--- src/cici_pkg.sv ---
// Shared types, constants and helpers of the complex CIC interpolator.
// No dependencies; every other source file imports this package.
package cici_pkg;

  localparam int SMP_W     = 16;
  localparam int ACC_W     = 58;
  localparam int GAIN_W    = 33;
  localparam int CFG_W     = 33;
  localparam int IDX_W     = 3;
  localparam int MAX_ORDER = 6;
  localparam int MAX_RATIO = 64;
  localparam int MAX_DDLY  = 2;
  localparam int ORD_W     = 3;
  localparam int RAT_W     = 7;
  localparam int DD_W      = 2;
  localparam int PH_W      = 6;
  localparam int STG_W     = $clog2(MAX_ORDER);
  localparam int MUL_W     = 32;
  localparam int MAG_HI_W  = ACC_W - MUL_W;
  localparam int PROD_W    = ACC_W + GAIN_W;
  localparam int QUO_W     = PROD_W - MUL_W;

  // Register reset values
  localparam logic [ORD_W-1:0]  ORDER_RST = ORD_W'(5);
  localparam logic [RAT_W-1:0]  RATIO_RST = RAT_W'(2);
  localparam logic [DD_W-1:0]   DDLY_RST  = DD_W'(1);
  localparam logic [GAIN_W-1:0] GAIN_RST  = GAIN_W'(268435456);

  typedef logic signed [SMP_W-1:0] smp_t;
  typedef logic signed [ACC_W-1:0] acc_t;

  typedef struct packed {
    smp_t in_i;
    smp_t in_q;
  } in_t;

  typedef struct packed {
    smp_t out_i;
    smp_t out_q;
    logic last;
  } out_t;

  typedef struct packed {
    acc_t i;
    acc_t q;
  } cplx_t;

  // Effective configuration, already clamped to legal ranges
  typedef struct packed {
    logic [ORD_W-1:0]  ord;
    logic [RAT_W-1:0]  rat;
    logic              dd2;
    logic [PH_W-1:0]   phase;
    smp_t              fill_i;
    smp_t              fill_q;
    logic [GAIN_W-1:0] gain;
  } cfg_t;

  // Comb result handed from front to queue
  typedef struct packed {
    logic  vld;
    cplx_t data;
  } push_t;

  typedef enum logic [IDX_W-1:0] {
    REG_ORDER  = 3'd0,
    REG_RATIO  = 3'd1,
    REG_DDLY   = 3'd2,
    REG_PHASE  = 3'd3,
    REG_FILL_I = 3'd4,
    REG_FILL_Q = 3'd5,
    REG_GAIN   = 3'd6
  } cfg_reg_e;

  function automatic acc_t smp_to_acc(smp_t v);
    return {{(ACC_W-SMP_W){v[SMP_W-1]}}, v};
  endfunction

endpackage

--- src/cici_queue.sv ---
// Two-entry queue of comb results between the front and the back part.
// Uses cici_pkg.
module cici_queue import cici_pkg::*; (
  input  logic  clk_i,
  input  logic  rst_ni,
  input  push_t push_i,
  output logic  push_ready_o,
  input  logic  pop_i,
  output logic  head_vld_o,
  output cplx_t head_o
);

  cplx_t      mem_q [2];
  logic       wr_q, rd_q;
  logic [1:0] cnt_q;
  logic       do_push;

  assign push_ready_o = (cnt_q != 2'd2);
  assign do_push      = push_i.vld && push_ready_o;
  assign head_vld_o   = (cnt_q != 2'd0);
  assign head_o       = mem_q[rd_q];

  // Track pointers and fill level
  always_ff @(posedge clk_i or negedge rst_ni) begin
    if (!rst_ni) begin
      wr_q  <= 1'b0;
      rd_q  <= 1'b0;
      cnt_q <= 2'd0;
    end else begin
      if (do_push) wr_q <= ~wr_q;
      if (pop_i) rd_q <= ~rd_q;
      if (do_push && !pop_i) cnt_q <= cnt_q + 2'd1;
      else if (!do_push && pop_i) cnt_q <= cnt_q - 2'd1;
    end
  end

  // Store the pushed item
  always_ff @(posedge clk_i) begin
    if (do_push) mem_q[wr_q] <= push_i.data;
  end

endmodule

--- config.mk ---
export PLATFORM = sky130hd
export DESIGN_NAME = cici_queue
export DESIGN_NICKNAME = d
export VERILOG_FILES = /design/src/cici_pkg.sv /design/src/cici_queue.sv
export SDC_FILE = /design/constraint.sdc
export NUM_CORES = 1
export LEC_CHECK = 0
export ABC_AREA = 1
export BUFFER_PORTS_ARGS = -buffer_cell sky130_fd_sc_hd__buf_2
export CORE_ASPECT_RATIO = 1.75
export CORE_MARGIN = 1
export CORE_UTILIZATION = 50
export DETAILED_ROUTE_END_ITERATION = 12
export MAX_ROUTING_LAYER = met4
export PLACE_DENSITY = 0.74
export SETUP_SLACK_MARGIN = 0.2
export SYNTH_ARGS = -nofsm -noshare
export SYNTH_HDL_FRONTEND = slang
export SYNTH_SLANG_ARGS = --single-unit
--- constraint.sdc ---
create_clock -name clk_i -period 7.05 [get_ports clk_i]
set_input_delay 1.7625 -clock clk_i [delete_from_list [all_inputs] [get_ports clk_i]]
set_output_delay 1.7625 -clock clk_i [all_outputs]
set_load 0.02 [all_outputs]
---- Word-level counts from Yosys, hierarchy flattened ----
Memory sizes are Yosys's and may differ from the RTL's.
Index checks and enable logic that the tools add are counted.
word-level totals
  bits in writable memories ............... 232
  register bits ........................... 4
  output and inout port bits .............. 118
  input port bits ......................... 120
  word-level logic and storage cells ...... 20
  memories kept ........................... 1
memory list
  name   words  bits a word  read ports  clocked after Yosys merged registers in  write ports  line              source
  mem_q  2      116          1           0                                        1            cici_queue.sv:13  cplx_t mem_q [2];
cells by class
  equal/unequal tests ..................... 1
  bitwise operators ....................... 2
  multiplexer cells ....................... 4
  $add $sub $neg .......................... 2
  reductions and logical operators ........ 7
operators with widths
  operator             number
  $mux 2               2
  $reduce_bool 2->1    2
  $logic_and 1x1->1    3
  $add 2x1->2 const B  1
  $logic_not 1->1      2
  $mux 1               2
  $ne 2x2->1 const B   1
  $not 1->1            2
  $sub 2x1->2 const B  1

---- Logic depth before layout (Yosys ltp) ----
  depth in word-level cells ............... 6
  depth in mapped cells ................... 10

---- Worst setup path after synthesis ----
No wires, ideal clock.
  kind .................................... input-to-reg
  from .................................... input port push_i[116] (netlist bit)
  to ...................................... memory mem_q[0][0] (netlist bit), enable pin
  library setup time ...................... 0.593 ns
  required time ........................... 6.457 ns
  arrival time ............................ 6.702 ns
  slack ................................... -0.244 ns
  cell stages on the path ................. 2
  cells stage by stage .................... nand2_1 > nor2_1
between the ends
  word-level cells in the longest chain between the ends .. 3
RTL lines
  item                          line              source
  from (decl)                   cici_queue.sv:6   input push_t push_i,
  $logic_and 1x1->1             cici_queue.sv:19  assign do_push = push_i.vld && push_ready_o;
  $mux 1                        cici_queue.sv:39  if (do_push) mem_q[wr_q] <= push_i.data;
  $mux 1 (not written as such)  cici_queue.sv:39
  to (decl)                     cici_queue.sv:13
Every way passes these cells.

==> flow_summary.ini <==
[outcome]
outcome = completed

[global_route]
grt_first_pass_wirelength_um = 23700
grt_pass1_vias = 4829
grt_max_degree = 78
antenna_found_initial = 7
track_usage = 0.185
gr-total-overflow = 0

[timing]
max_slew_margin = 0.227
fin_skew_ns = 0.00553
fin_crit_ns = 4.72
hold_ws_ns = 0.522
fmax_ghz = 0.212
finalHoldViolations = 0
drv_slew = 0
tightest_slew_ns = 1.16
rsz0062_at_grt = no
setup_viol = 0
setup_ws_ns = 2.33
final.period_utilization = 0.669

[drt]
wirelength_um = 16200
drt_iter0_markers = 128
dr.max_layer_used = met4
postRouteAntennaNets = 0
wl_met2_um = 9340
wl_met3_um = 902
wl_met1_um = 5110
vias_per_cell = 4.99
drc = 0
drt-wirelength-per-cell_um = 18.2
drt_pass1_iterations = 4
dr_total_vias = 4428

[floorplanning]
initial_core_util = 0.513
dieArea_um2 = 17900
num_rows = 63
die_h_um = 176
io_pins = 238
die_width_um = 102
core_area_um2 = 16900

[placement]
dp_hpwl_um = 11200
dp_slack_ns = 2.83
placed_area_um2 = 10100
place_inst = 843
port_buffers = 237
gp_congestion = 0.789

[cts]
path_clk_slew_ns = 0.07
cts-resized-gates = 0
clock-sinks = 236
cts_tree = built
clock_latency_ns = 0.48
numCtsBuffers = 20
htreeDepth = 1
post-cts-setup-buffers = 0
cts.path.max_buffers = 3
cts_hold_buf = 0
root_buffer = clkbuf_16

[power]
p_per_area_nw_per_um2 = 432
comb_power_share = 0.315
power_mw = 4.67
switching_share = 0.316
clock_power_share = 0.236
switching_power_mw = 1.47
ir_drop_mv = 0.277
power_frac_seq = 0.449
internal_power_mw = 3.19
p_leak_nw = 4.15

[run]
drv_cap = 0

[synthesis]
synth_cell_type_count = 14
netlist_instances = 387
avgSynthCellArea_um2 = 22.5
ys_ff_latch = 236
yosysSeqAreaShare = 0.813
syn_nets = 508
ys.warnings.count = 0
syn_area_um2 = 8690

[worst_setup_path]
path_class = flop to output port
worstPathRequired_ns = 5.29
cp_max_fo = 77
reg2regPathDepth = 5
arrival_ns = 2.96
crit_path_start_kind = flop
cp-end-kind = output port

[finish]
nNetsFinal = 759
finalNonFillerCells = 887
postLayoutCellArea_um2 = 10800
synthToLayoutAreaGrowth_pct = 24.3
drive_gt1_frac = 0.597

[worst_hold_path]
hold_path_class = flop to flop
holdPathStages = 2
## worst paths after layout
check | startpoint | endpoint | slack (ns)
max | rd_q | head_o[66] | 2.33
min | cnt_q[1] | cnt_q[1] | 0.52
max reg2reg | cnt_q[0] | mem_q[0][66] | 5.09
min reg2reg | cnt_q[1] | cnt_q[1] | 0.52
max in group asynchronous | rst_ni | rd_q | 5.84
min in group asynchronous | rst_ni | cnt_q[0] | 1.07
## power by group through the flow
| stage | Combinational (mW) | Clock, mW | Sequential (mW) |
|---|---|---|---|
| final | 1.47 | 1.10 | 2.09 |
| after global routing | 1.56 | 1.18 | 2.13 |
| after CTS | 1.50 | 1.13 | 2.10 |
| after detailed placement | 1.49 | 0 | 2.13 |
| after global placement | 1.47 | 0 | 2.11 |
| after floorplan | 1.14 | 0 | 2.05 |
## sequential cells by signal (all words and copies together) (netlist names)
| name | flops |
|---|---|
| wr_q | 1 |
| rd_q | 1 |
| mem_q | 232 |
| cnt_q | 2 |
## area by class of cell
type | instances | area [µm²]
sequential | 236 | 7070
fill | 1241 | 6140
multi-input combinational | 131 | 1520
timing repair buffer | 242 | 1220
clock buffer | 25 | 541
tap | 227 | 284
clock inverter | 11 | 125
inverter | 7 | 26.3
antenna | 8 | 20.0
## Yosys cell counts
cell type	count	area [µm²]
buf_2	8	40.0
inv_1	7	26.3
nor2_1	2	7.51
nand2_1	7	26.3
xor2_1	2	17.5
edfxtp_1	232	6970
xnor2_1	1	8.76
mux2_4	30	450
mux2_2	86	968
ha_1	1	12.5
buf_6	5	56.3
dfrtp_1	4	100
nand4_1	1	6.26
nand3_1	1	5.00
## metal layers
metal	global-route usage	vias to the layer above
li1	-	2027
met1	0.171	2168
met2	0.342	180
met3	0.0344	53
met4	0.110	0
met5	-	-
## cell usage in the layout, fill, tap and decap left out, drive strengths merged
master,instances
xnor2,1
nand3,1
inv,7
mux2,116
edfxtp,232
xor2,2
nor2,2
ha,1
clkbuf,25
nand4,1
clkinv,8
buf,242
nand2,7
bufinv,3
dfrtp,4
diode,8
## stage by stage
step | util | setup TNS (ns)
floorplan | - | -56.64
global placement | 0.597 | 0
detailed placement | 0.597 | 0
CTS | 0.637 | 0
global route | 0.638 | 0
finish | 0.638 | 0
## critical path, stage by stage (launching register included)
cell and delay [ns]:
dfrtp_4 1.17, buf_4 0.64, mux2_2 0.42, buf_2 0.16
## cells by family after synthesis
family,share of synthesized area
xor gates and xnor gates,0.00302
adders and majority gates,0.00144
buffers and inverters,0.0141
DFF,0.813
muxes,0.163
and+or+nand+nor,0.00518
Power figures use the tool's default switching activity.
