===== src/cici_pkg.sv =====
// Shared types, constants and helpers of the complex CIC interpolator.
// No dependencies; every other source file imports this package.
package cici_pkg;

  localparam int SMP_W     = 16;
  localparam int ACC_W     = 58;
  localparam int GAIN_W    = 33;
  localparam int CFG_W     = 33;
  localparam int IDX_W     = 3;
  localparam int MAX_ORDER = 6;
  localparam int MAX_RATIO = 64;
  localparam int MAX_DDLY  = 2;
  localparam int ORD_W     = 3;
  localparam int RAT_W     = 7;
  localparam int DD_W      = 2;
  localparam int PH_W      = 6;
  localparam int STG_W     = $clog2(MAX_ORDER);
  localparam int MUL_W     = 32;
  localparam int MAG_HI_W  = ACC_W - MUL_W;
  localparam int PROD_W    = ACC_W + GAIN_W;
  localparam int QUO_W     = PROD_W - MUL_W;

  // Register reset values
  localparam logic [ORD_W-1:0]  ORDER_RST = ORD_W'(5);
  localparam logic [RAT_W-1:0]  RATIO_RST = RAT_W'(2);
  localparam logic [DD_W-1:0]   DDLY_RST  = DD_W'(1);
  localparam logic [GAIN_W-1:0] GAIN_RST  = GAIN_W'(268435456);

  typedef logic signed [SMP_W-1:0] smp_t;
  typedef logic signed [ACC_W-1:0] acc_t;

  typedef struct packed {
    smp_t in_i;
    smp_t in_q;
  } in_t;

  typedef struct packed {
    smp_t out_i;
    smp_t out_q;
    logic last;
  } out_t;

  typedef struct packed {
    acc_t i;
    acc_t q;
  } cplx_t;

  // Effective configuration, already clamped to legal ranges
  typedef struct packed {
    logic [ORD_W-1:0]  ord;
    logic [RAT_W-1:0]  rat;
    logic              dd2;
    logic [PH_W-1:0]   phase;
    smp_t              fill_i;
    smp_t              fill_q;
    logic [GAIN_W-1:0] gain;
  } cfg_t;

  // Comb result handed from front to queue
  typedef struct packed {
    logic  vld;
    cplx_t data;
  } push_t;

  typedef enum logic [IDX_W-1:0] {
    REG_ORDER  = 3'd0,
    REG_RATIO  = 3'd1,
    REG_DDLY   = 3'd2,
    REG_PHASE  = 3'd3,
    REG_FILL_I = 3'd4,
    REG_FILL_Q = 3'd5,
    REG_GAIN   = 3'd6
  } cfg_reg_e;

  function automatic acc_t smp_to_acc(smp_t v);
    return {{(ACC_W-SMP_W){v[SMP_W-1]}}, v};
  endfunction

endpackage


===== src/cici_comb.sv =====
// Front part: accepts an input item and runs it through the comb stages,
// one stage per cycle, then hands the result to the queue. Uses cici_pkg.
module cici_comb import cici_pkg::*; (
  input  logic  clk_i,
  input  logic  rst_ni,
  input  cfg_t  cfg_i,
  input  logic  clr_i,
  input  logic  in_valid_i,
  input  in_t   in_data_i,
  output logic  in_ready_o,
  output push_t push_o,
  input  logic  push_ready_i
);

  typedef enum logic [2:0] {
    ST_IDLE = 3'b001,
    ST_RUN  = 3'b010,
    ST_PUSH = 3'b100
  } state_e;

  state_e           state_q, state_d;
  logic [STG_W-1:0] stg_q;
  cplx_t            c_q;
  acc_t             dly_i_q [MAX_ORDER][MAX_DDLY];
  acc_t             dly_q_q [MAX_ORDER][MAX_DDLY];
  logic             pos_q   [MAX_ORDER];

  logic             idx;
  logic             last_stg;
  acc_t             diff_i, diff_q;

  // Pick the delay slot of the current stage and form the difference
  always_comb begin
    idx      = cfg_i.dd2 ? pos_q[stg_q] : 1'b0;
    diff_i   = c_q.i - dly_i_q[stg_q][idx];
    diff_q   = c_q.q - dly_q_q[stg_q][idx];
    last_stg = (ORD_W'(stg_q) == cfg_i.ord - ORD_W'(1));
  end

  // Sequence: idle, one comb stage per cycle, hand-off
  always_comb begin
    state_d = state_q;
    case (state_q)
      ST_IDLE: if (in_valid_i) state_d = ST_RUN;
      ST_RUN:  if (last_stg) state_d = ST_PUSH;
      ST_PUSH: if (push_ready_i) state_d = ST_IDLE;
      default: state_d = ST_IDLE;
    endcase
  end

  // Advance state and update the stage delay lines
  always_ff @(posedge clk_i or negedge rst_ni) begin
    if (!rst_ni) begin
      state_q <= ST_IDLE;
      stg_q   <= '0;
      for (int s = 0; s < MAX_ORDER; s++) begin
        pos_q[s] <= 1'b0;
        for (int j = 0; j < MAX_DDLY; j++) begin
          dly_i_q[s][j] <= '0;
          dly_q_q[s][j] <= '0;
        end
      end
    end else if (clr_i) begin
      state_q <= ST_IDLE;
      stg_q   <= '0;
      for (int s = 0; s < MAX_ORDER; s++) begin
        pos_q[s] <= 1'b0;
        for (int j = 0; j < MAX_DDLY; j++) begin
          dly_i_q[s][j] <= '0;
          dly_q_q[s][j] <= '0;
        end
      end
    end else begin
      state_q <= state_d;
      if (state_q == ST_IDLE) begin
        stg_q <= '0;
      end else if (state_q == ST_RUN) begin
        dly_i_q[stg_q][idx] <= c_q.i;
        dly_q_q[stg_q][idx] <= c_q.q;
        pos_q[stg_q]        <= cfg_i.dd2 ? ~idx : 1'b0;
        stg_q               <= stg_q + STG_W'(1);
      end
    end
  end

  // Load the sample, then replace it by each stage's difference
  always_ff @(posedge clk_i) begin
    if (state_q == ST_IDLE && in_valid_i) begin
      c_q.i <= smp_to_acc(in_data_i.in_i);
      c_q.q <= smp_to_acc(in_data_i.in_q);
    end else if (state_q == ST_RUN) begin
      c_q.i <= diff_i;
      c_q.q <= diff_q;
    end
  end

  assign in_ready_o  = (state_q == ST_IDLE);
  assign push_o.vld  = (state_q == ST_PUSH);
  assign push_o.data = c_q;

endmodule


===== config.mk =====
export PLATFORM = sky130hd
export DESIGN_NAME = cici_comb
export DESIGN_NICKNAME = d
export VERILOG_FILES = /design/src/cici_pkg.sv /design/src/cici_comb.sv
export SDC_FILE = /design/constraint.sdc
export NUM_CORES = 2
export LEC_CHECK = 0
export BUFFER_PORTS_ARGS = -buffer_cell sky130_fd_sc_hd__buf_2
export CORE_UTILIZATION = 40
export DETAILED_ROUTE_END_ITERATION = 12
export HOLD_SLACK_MARGIN = 0.08
export MAX_ROUTING_LAYER = met4
export SYNTH_ARGS = -nofsm -noshare
export SYNTH_HDL_FRONTEND = slang
export SYNTH_SLANG_ARGS = --single-unit

===== constraint.sdc =====
create_clock -name clk_i -period 5.7 [get_ports clk_i]
set_input_delay 0.855 -clock clk_i [delete_from_list [all_inputs] [get_ports clk_i]]
set_output_delay 0.855 -clock clk_i [all_outputs]
set_load 0.01 [all_outputs]

### Word level (Yosys, flattened, before mapping)

Cells that the tools add are included.

* bits in registers: 1520
* input port bits: 119
* output and inout bits: 118
* word-level logic and storage cells: 106

* $add $sub $neg: 4
* magnitude comparators: 4
* equal/unequal tests: 8
* mux-type cells: 45
* bitwise logic cells: 3
* reduce and logical (&&, ||, !) cells: 8

Operators by type and width (number)
* 696-bit 2-to-1 mux: 6
* 696-bit bitwise mux: 2
* 116-bit 2-to-1 mux: 7
* 116-bit binary-select mux with 3-bit select: 2
* 58-bit 2-to-1 mux: 7
* 116-bit demux with 3-bit select: 1
* 58-bit subtractor: 2
* 58-bit demux with 1-bit select: 1
* 3-bit 2-to-1 mux: 7
* 6-bit 2-to-1 mux: 3
* 3-bit case mux with 3 select lines: 1
* 6-bit bitwise mux: 1
* 3-bit != test, second input constant: 2
* 1-bit 2-to-1 mux: 5
* 4-bit greater-or-equal comparator, second input constant: 1
* 4-bit by 1-bit less-than comparator with 1-bit output, second input constant: 1
* 3-bit NOT with 4-bit output: 1
* 2-bit nonzero test: 2
* 3-bit by 1-bit adder with 3-bit output, second input constant: 1
* 1-bit binary-select mux with 3-bit select: 1
* 1-bit demux with 3-bit select: 1
* 3-bit by 1-bit == test with 1-bit output, second input constant: 1
* 3-bit by 2-bit == test with 1-bit output, second input constant: 1
* 3-bit == test: 1
* 12 further kinds: 14

### Depth between registers and ports, before layout

* depth in word-level cells: 16
* mapped depth: 25
* mapped depth without buffers: 19

### Least setup slack after synthesis

Ideal clock, no wire load.

* path type: register -> register
* from: register stg_q[0]
* to: register c_q, in the netlist push_o[42], data pin
* setup time: 0.259 ns
* arrival: 5.044 ns
* required time: 5.441 ns
* slack: 0.397 ns
* stages on the path, launching flop included: 24
* buffers on the path: 5
* period minus slack after synthesis: 5.303 ns
* path through: dfrtp_1 buf_2 mux4_2 a21oi_1 nor2b_1 buf_2 clkbuf_1 buf_1 clkbuf_1 o21ai_0 o31ai_1 a21oi_1 ha_1 inv_1 fa_1 a211oi_1 o311a_1 or3_1 o211ai_1 a221oi_2 o21ai_1 a221oi_1 o21ai_0 a211o_1

* cells in the longest elaborated chain, start to end: 12
* elaborated cells on any way between the ends: 15
* those cells by class: add/sub (1); mux (12); bitwise (2)

Ends and longest elaborated chain
* start: declaration: line cici_comb.sv:22 `logic [STG_W-1:0] stg_q;`
* start signal: assignment: line cici_comb.sv:81 `stg_q <= stg_q + STG_W'(1);`
* 3-bit NOT with 4-bit output (implied by the code) (*): line cici_comb.sv:34, cici_comb.sv:36
* 1-bit binary-select mux with 3-bit select: line cici_comb.sv:34 `idx = cfg_i.dd2 ? pos_q[stg_q] : 1'b0;`
* 1-bit 2-to-1 mux (implied by the code) (2 in series): line cici_comb.sv:34
* 1-bit 2-to-1 mux: line cici_comb.sv:34
* 1-bit NOT with 2-bit output (implied by the code): line cici_comb.sv:36 `diff_q = c_q.q - dly_q_q[stg_q][idx];`
* 58-bit 2-to-1 mux (implied by the code) (*) (3 in series): line cici_comb.sv:36
* 58-bit subtractor (*): line cici_comb.sv:36
* 116-bit 2-to-1 mux (*): line cici_comb.sv:91 `end else if (state_q == ST_RUN) begin`
* 116-bit 2-to-1 mux (*): line cici_comb.sv:88 `if (state_q == ST_IDLE && in_valid_i) begin`
* end: declaration: line cici_comb.sv:23 `cplx_t c_q;`

Every way passes the cells marked *; elsewhere a longest branch is shown, timed or not. The select of a mux whose other input is x is not followed.
A chain may end at the register's enable or synchronous reset.

### Final worst setup path

* from: register stg_q[0]
* to: register c_q, in the netlist push_o[52], data pin

The elaborated chain is that of the path after synthesis.

==> run summary <==
• static leakage: 33.9 nW
• minimum clock period: 5.61 ns
• proportion of netlist area held by the largest area contributor: 49.0%
• Setup Skew: 0.0389 ns
• combinational group share of total power: 14.7%
• FMAX: 178 MHz
• count of final setup violators: 0
• initial standard-cell utilization of the core: 40.2%
• cell types with the largest area share after synthesis: dfrtp_1 (49%), o21ai_0 (10%), nand2_1 (9.8%)
• total CTS buffers: 165
• CP arrival: 6.29 ns
• CP Class: reg2reg
• drt wl/cell: 27.4 µm
• buffers added on ports: 158
• final-stage net count: 7949
• portion of the post-synthesis area used by sequential elements: 53.9%
• Vert. Die Dim: 425 µm
• synthesized area: 71700 µm²
• antenna violations before repair: 6
• pin count of the biggest net entering global routing: 162
• most frequent standard cell in the layout excluding fill and tap cells: nand2_1
• most common cell type on the critical path: buf_4
• count of distinct cell types in the synthesized netlist: 83
• maximum root-to-sink buffer count: 3
• Post-Syn Area per Cell: 9.32 µm²
• sum of routed wire length over all layers: 279 mm
• total track usage: 31.5%
• die footprint: 181000 µm²
• number of primary I/O pins: 237
• Max rail drop VDD: 0.288 mV
• row cnt: 155
• slowest library cell on the worst path: dfrtp_4
• area of the placeable core: 178000 µm²
• failing checks: design-rule violations
• outcome: complete, but fails checks
• sequence of cells on the critical path: buf_4 -> mux2i_1 -> nor2_1 -> a21oi_2 -> nor2b_4 -> buf_12 -> mux4_2 -> a21oi_1 -> buf_4 -> ha_1 -> a211oi_2 -> o311a_1 -> buf_4 -> nor4b_4 -> o21ai_2 -> a2111oi_4 -> buf_4 -> o21ai_2 -> a211o_1 -> or4_1 -> nand3_1
• proportion of synthesized flip-flops having asynchronous set or reset: 92.4%
• setup repair after global routing missed its margin: false
• flip-flop and latch count after synthesis: 1520
• final core utilization: 46.1%
• routed vias/inst: 6.12
• area delta synth->final: 14.6%
• critical path launch point type: flop
• Clock Tree Root: clkbuf_16
• latest clock arrival within the worst-skew pair: 0.82 ns
• post-synth top area cell: dfrtp_1
• vias: 62500
• setup tns final: 0 ns
• number of enable-type register cells in the synthesized netlist: 116
• worst flop-to-flop path endpoint: push_o[52]
• HPWL after detailed placement: 160 mm
• path class of the lowest-slack min-delay path: in2reg
• R2R Setup Slk: 0.09 ns
• switching fraction of total power: 28.2%
• relative slew slack: 4.51%
• number of cell instances on the worst register-to-register path: 21
• horizontal die dimension: 425 µm
• relative contribution of the clock network to total power: 41.8%
• first-pass GRT wire length: 413 mm
• Power Internal: 0.0190 W
• NetSw: 0.00748 W
• Worst setup EP type: flop
• hold path endpoint: push_o[1]
• combined buffer and inverter count along the critical path: 5
• highest-count cells in the layout ignoring fill and taps: nand2_1 (1858), o21ai_0 (1482), dfrtp_1 (1400)
• Sequential Power Share: 43.5%
• kind of cell adding the most delay to the critical path: compound AO/OA/AOI/OAI gates
• gate count of the mapped netlist: 7694
• initial detailed-routing violation count: 7487
• slew at the pin with the worst max-slew slack: 1.43 ns
• MaxCap Viol Count: 0
• number of levels in the clock H-tree: 4
• drt first pass iters: 12
• Residual DRC: 4
• TritonCTS clock tree: yes
• CP peak stage delay: 0.49 ns
• sink count of the clock tree: 1520
• post-CTS clock slew at the launch and capture registers of the worst setup and hold paths: 0.06 ns
• critical-path maximum fanout: 26
• syn_nets: 7931
• Warnings, synthesis: 0
• endpoints failing hold: 0
• vias in the first global route: 61300
• max-slew violation total from the final report: 0
• count of cells along the worst hold path: 3
• post-route antenna net violation count: 0
• start point of the worst hold path: in_data_i[1]
• reg2reg start: stg_q[0]
• ratio of cells with drive above 1 in the final layout: 12.2%
• PD cells: 323 nW/µm²
• remaining global-route overflow: 0
• top_reg_cell synth: dfrtp_1
• final period utilization: 98.4%
• routability cong.: 0.958
• data required time of the worst path: 6.38 ns
registers in the layout, summed over array words and instances (netlist names):
signal and count:
dly_i_q 696, dly_q_q 696, push_o 116, pos_q 6, state_q 3, stg_q 3
Yosys cell counts (12+ instances only):
library cell  instances
o31ai_1              18
o21bai_1             20
xnor2_1              51
nand3_1              63
mux2i_1             196
nor2b_1              16
mux4_2               45
o211ai_1             39
o21a_1               24
mux2_2               41
a21o_1               62
nand4_1              86
a221oi_1             48
nand2_1            1872
inv_1                37
a211oi_1             12
and2_1               13
edfxtp_1            116
buf_2                71
clkbuf_1            567
xor2_1               44
a22oi_1             317
a41o_1               12
nor2_1              195
buf_1                52
dfrtp_1            1403
a31oi_1              36
o22ai_1              20
ha_1                116
o21ai_0            1484
a21oi_1             382
o221ai_1             31
nor3_1               48
nand2b_1             19
area by class of cell:
class                           instances  area (µm²)
Antenna cell                            6        15.0
Clock buffer                          249        4990
Clock inverter                         53         609
Fill cell                           16900       96100
Inverter                               39         146
Multi-Input combinational cell       5443       30600
Sequential cell                      1520       38600
Tap cell                             2355        2950
Timing Repair Buffer                  543        4230
tightest hold or removal path, stage by stage:
cell	delay, ns
buf_2	0.08
nand2_1	0.04
nand2_1	0.04
power by group through the flow:
| stage | Combinational [W] | Clock [W] | Sequential [W] |
|---|---|---|---|
| floorplan | 0.00205 | 0 | 0.0116 |
| global placement | 0.00381 | 0 | 0.0117 |
| detailed placement | 0.00382 | 0 | 0.0117 |
| CTS | 0.00384 | 0.0112 | 0.0115 |
| global route | 0.00419 | 0.0116 | 0.0115 |
| finish | 0.00389 | 0.0111 | 0.0115 |
per-layer routing:
layer / vias up / wire, µm / global-route usage (%)
met5: - / 0 / -
met4: 0 / 15500 / 15.5
met3: 724 / 27100 / 6.27
met2: 3288 / 124000 / 46.7
met1: 31400 / 113000 / 41.1
li1: 27000 / - / -
cells by family (layout without fill, tap and decap cells):
kind of cell | Yosys count | count (layout) | share of synthesized area, %
and+or+nand+nor | 2365 | 2365 | 13.3
xor gates and xnor gates | 95 | 95 | 1.16
buffers and inverters | 731 | 884 | 3.96
AOI/OAI and AO/OA | 2583 | 2583 | 20.8
muxes | 282 | 282 | 4.79
adders and majority gates | 118 | 118 | 2.08
DFF | 1520 | 1520 | 53.9
other | 0 | 6 | 0
worst max path at each step:
stage              from  cells after the start  slack, ns     endpoint
4_1_cts        stg_q[0]                     16       0.15  push_o[115]
2_1_floorplan  stg_q[0]                     23       0.40   push_o[42]
3_5_place_dp   stg_q[0]                     16       0.18  push_o[115]
6_report       stg_q[0]                     21       0.09   push_o[52]
5_1_grt        stg_q[0]                     21      0.006   push_o[52]
3_3_place_gp   stg_q[0]                     18       0.15  push_o[115]
through the flow:
step | instances | total power, W | worst slack [ns] | area, µm² | hold WS, ns
after global placement | 9896 | 0.0155 | 0.146 | 76500 | 0.456
after global routing | 10200 | 0.0274 | 0.00562 | 82100 | 0.303
after CTS | 10200 | 0.0265 | 0.152 | 82100 | 0.260
after floorplan | 7694 | 0.0137 | 0.397 | 71700 | 0.442
final | 10200 | 0.0265 | 0.0924 | 82100 | 0.290
after detailed placement | 9896 | 0.0155 | 0.183 | 76500 | 0.464
timing repair:
action / 4_1_cts / 5_1_grt
buffers inserted: 0 / 3
hold endpoints to repair: 21 / 0
gates resized for setup: 0 / 9
setup endpoints to repair: 0 / 8
hold buffers: 1 / 0
Power figures use the tool's default switching activity.
